<file path="config.mk">
export PLATFORM = sky130hd
export DESIGN_NAME = spd_ram
export DESIGN_NICKNAME = d
export VERILOG_FILES = /design/src/hdl/spd_ram.sv
export SDC_FILE = /design/constraint.sdc
export NUM_CORES = 1
export LEC_CHECK = 0
export BUFFER_PORTS_ARGS = -buffer_cell sky130_fd_sc_hd__buf_2
export CORE_UTILIZATION = 30
export DETAILED_ROUTE_END_ITERATION = 7
export RECOVER_POWER = 25
export SYNTH_ARGS = -nofsm -noshare
export SYNTH_HDL_FRONTEND = slang
export SYNTH_SLANG_ARGS = --single-unit
</file>
<file path="constraint.sdc">
create_clock -name clock -period 2.9 [get_ports clock]
set_input_delay 0.435 -clock clock [delete_from_list [all_inputs] [get_ports clock]]
set_output_delay 0.435 -clock clock [all_outputs]
set_load 0.05 [all_outputs]
</file>
<file path="src/hdl/spd_ram.sv">
// Generic single-port-write, single-read RAM with registered read data.
module spd_ram #(
   parameter int Width = 8,
   parameter int Depth = 16
) (
   input  logic                     clock,
   input  logic                     wr_en,
   input  logic [$clog2(Depth)-1:0] wr_addr,
   input  logic [Width-1:0]         wr_data,
   input  logic [$clog2(Depth)-1:0] rd_addr,
   output logic [Width-1:0]         rd_data
);
   logic [Width-1:0] mem [Depth];
   logic [Width-1:0] rd_data_ff;

   always_ff @(posedge clock) begin
      if (wr_en) begin
         mem[wr_addr] <= wr_data;
      end
      rd_data_ff <= mem[rd_addr];
   end
   assign rd_data = rd_data_ff;
endmodule

</file>
==> impl_metrics.ini <==
[layout]
final_common_cell = edfxtp_1
layout-drive-gt1-share = 0.273
antenna_cells = 0
final_nets = 298
final_cell_mix = edfxtp_1, buf_2, mux4_2
areaGrowthSynthToFinish_pct = 18.8
nFillCells = 1522

[cts]
path_clk_slew_ns = 0.06
holdBufCountCts = 0
htree_levels = 4
post_cts_buffers = 0
cts-root-buf = clkbuf_16
clock_latency_ns = 0.42
cts_resized = 0
clkSinkCount = 136
cts_tree = done
cts_max_path_buffers = 2
cts_inserted_buffers = 17

[worst_setup_path]
cp.buffers_inverters = 2
r2r_end = rd_data[1]$_DFF_P_
r2r_cells = 3
cp_cell_sequence = buf_2 > buf_12 > mux4_1 > a22oi_1 > nand2_1
critPathKind = in2reg
critPathMaxFanout = 14
worstSetupStartpointType = input pin
critPathLaunch = rd_addr[0]
crit_required_ns = 3.19
critical_path.max_stage_delay_ns = 0.57
cp_slowest_cell = mux4_1
arrival_ns = 2.07
cp_top_family = buffers and inverters
r2r_setup_slack_ns = 1.49
endpoint_kind = register
r2r-start = mem[1][1]$_DFFE_PP_

[global_route]
gr-total-overflow = 0
use_met1 = 0.165
grt_pass1_vias = 2533
grt_usage = 0.125
grt.met3_usage = 0.0418
globalRoute.busiestLayer = met2
grt_max_degree = 30
antenna_found_initial = 0
grt_pass1_wl_mm = 15.5
grtUsageMet2 = 0.192

[floorplan]
initial_core_util = 0.309
die_y_um = 133
core_um2 = 16600
die_w_um = 133
die_area_um2 = 17700
rows = 47
pin_count = 26

[synthesis]
syn-num-nets = 247
syn-cell-area_um2 = 5150
muxShareOfSynthArea = 0.150
syn_avg_cell_area_um2 = 22.5
synth_simple_gate_area_frac = 0.0318
yosys.area.top_type = edfxtp_1
synth_xor_xnor_area_share = 0
synth_compound_area_frac = 0.0233
yosys-top-cells-area = edfxtp_1, mux4_2, mux4_1, dfxtp_1, a22oi_1
synthAdderAreaFrac = 0
ys_seq_elements = 136
ys_types = 19
synth_top_family_by_area = multiplexers
seq_area_frac_synth = 0.778
synth_top_area_share = 0.747
syn_inst = 229
ys_warn_count = 0

[hold_path]
min_from = wr_data[1]
worst_hold_path_type = in2reg
min_path_cells = 1
min_to = mem[3][1]$_DFFE_PP_

[pwr]
ir_worst_vdd_mv = 0.478
p_leak_nw = 2.03
power.density_nw_per_um2 = 711

[sta]
worst_pin_slew_ns = 0.897
fin_crit_ns = 1.78
finalCritPeriodShare = 0.613
whs_ns = 0.425
slew_violations = 0
hold_viol = 0
slew_headroom = 0.400
fin_tns_setup_ns = 0
max_freq_mhz = 562
setup_violations = 0
grt_setup_unrepaired = false
fin_skew_ns = 0.00775

[drt]
wire_per_inst_um = 19.7
drc = 0
wl_mm = 10.1
final_antenna_net_count = 0
dr.pass1.iters = 4
drt_iter0_drc = 140
vias = 2411
via_per_inst = 4.70

[placed_design]
gp_congestion = 0.729
post-dp-hpwl_mm = 6.79
port_buffers = 25

[job]
max_cap_viol_count = 0

[outcome]
status = finished, final reports clean
## metal layers
metal  wire length (µm)  vias up
met3                387        9
met4                 78        0
met5                  0        -
li1                   -     1079
met2               4790       51
met1               4840     1272
## per-stage QoR
step           setup slack (ns)  power, mW  instance area, µm²  cells  utilization
2_1_floorplan             0.972       2.41                5150    229            -
3_3_place_gp              0.688       2.50                5600    481        0.337
3_5_place_dp              0.662       2.50                5600    481        0.337
4_1_cts                    1.11       4.39                6120    513        0.368
5_1_grt                   0.974       4.49                6120    513        0.367
6_report                   1.12       4.35                6120    513        0.367
## worst max path at each step
stage | to | slack (ns) | cells after the start
floorplan | mem[0][0]$_DFFE_PP_ | 0.97 | 2
detailed placement | rd_data[2]$_DFF_P_ | 0.66 | 5
finish | rd_data[2]$_DFF_P_ | 1.12 | 5
global placement | rd_data[2]$_DFF_P_ | 0.69 | 5
global route | rd_data[2]$_DFF_P_ | 0.97 | 5
CTS | rd_data[2]$_DFF_P_ | 1.11 | 5
## registers in the layout, summed over array words and instances, names as in the netlist
signal,count
mem,128
rd_data,8
## Yosys cell counts (all sizes together)
cell and instances:
a22oi 16, and2 1, and2b 1, buf 7, clkdlybuf4s25 3, dfxtp 8, edfxtp 128, mux4 32
nand2 9, nand2b 2, nand3 1, nand3b 2, nor2 13, nor2b 1, nor3 4, or3b 1
## logic make-up (layout without fill, tap and decap cells)
group                  Yosys count  count (layout)
DFF                            136             136
muxes                           32              32
AOI/OAI and AO/OA               16              16
and+or+nand+nor                 35              35
buffers and inverters           10              74
## power breakdown
| group | internal, mW | switching [mW] | leakage [nW] |
|---|---|---|---|
| Combinational | 0.0852 | 0.161 | 0.548 |
| Sequential | 2.20 | 0.0140 | 1.22 |
| Clock | 1.15 | 0.734 | 0.253 |
| Total | 3.44 | 0.908 | 2.03 |
## area by class of cell
type	instances	area [µm²]	area share
sequential	136	4000	0.655
multi-input combinational	83	1060	0.173
clock buffer	20	437	0.0714
tap	220	275	0.0450
timing repair buffer	42	258	0.0421
clock inverter	12	85.1	0.0139
No activity file was read; power rests on OpenSTA's default activity.
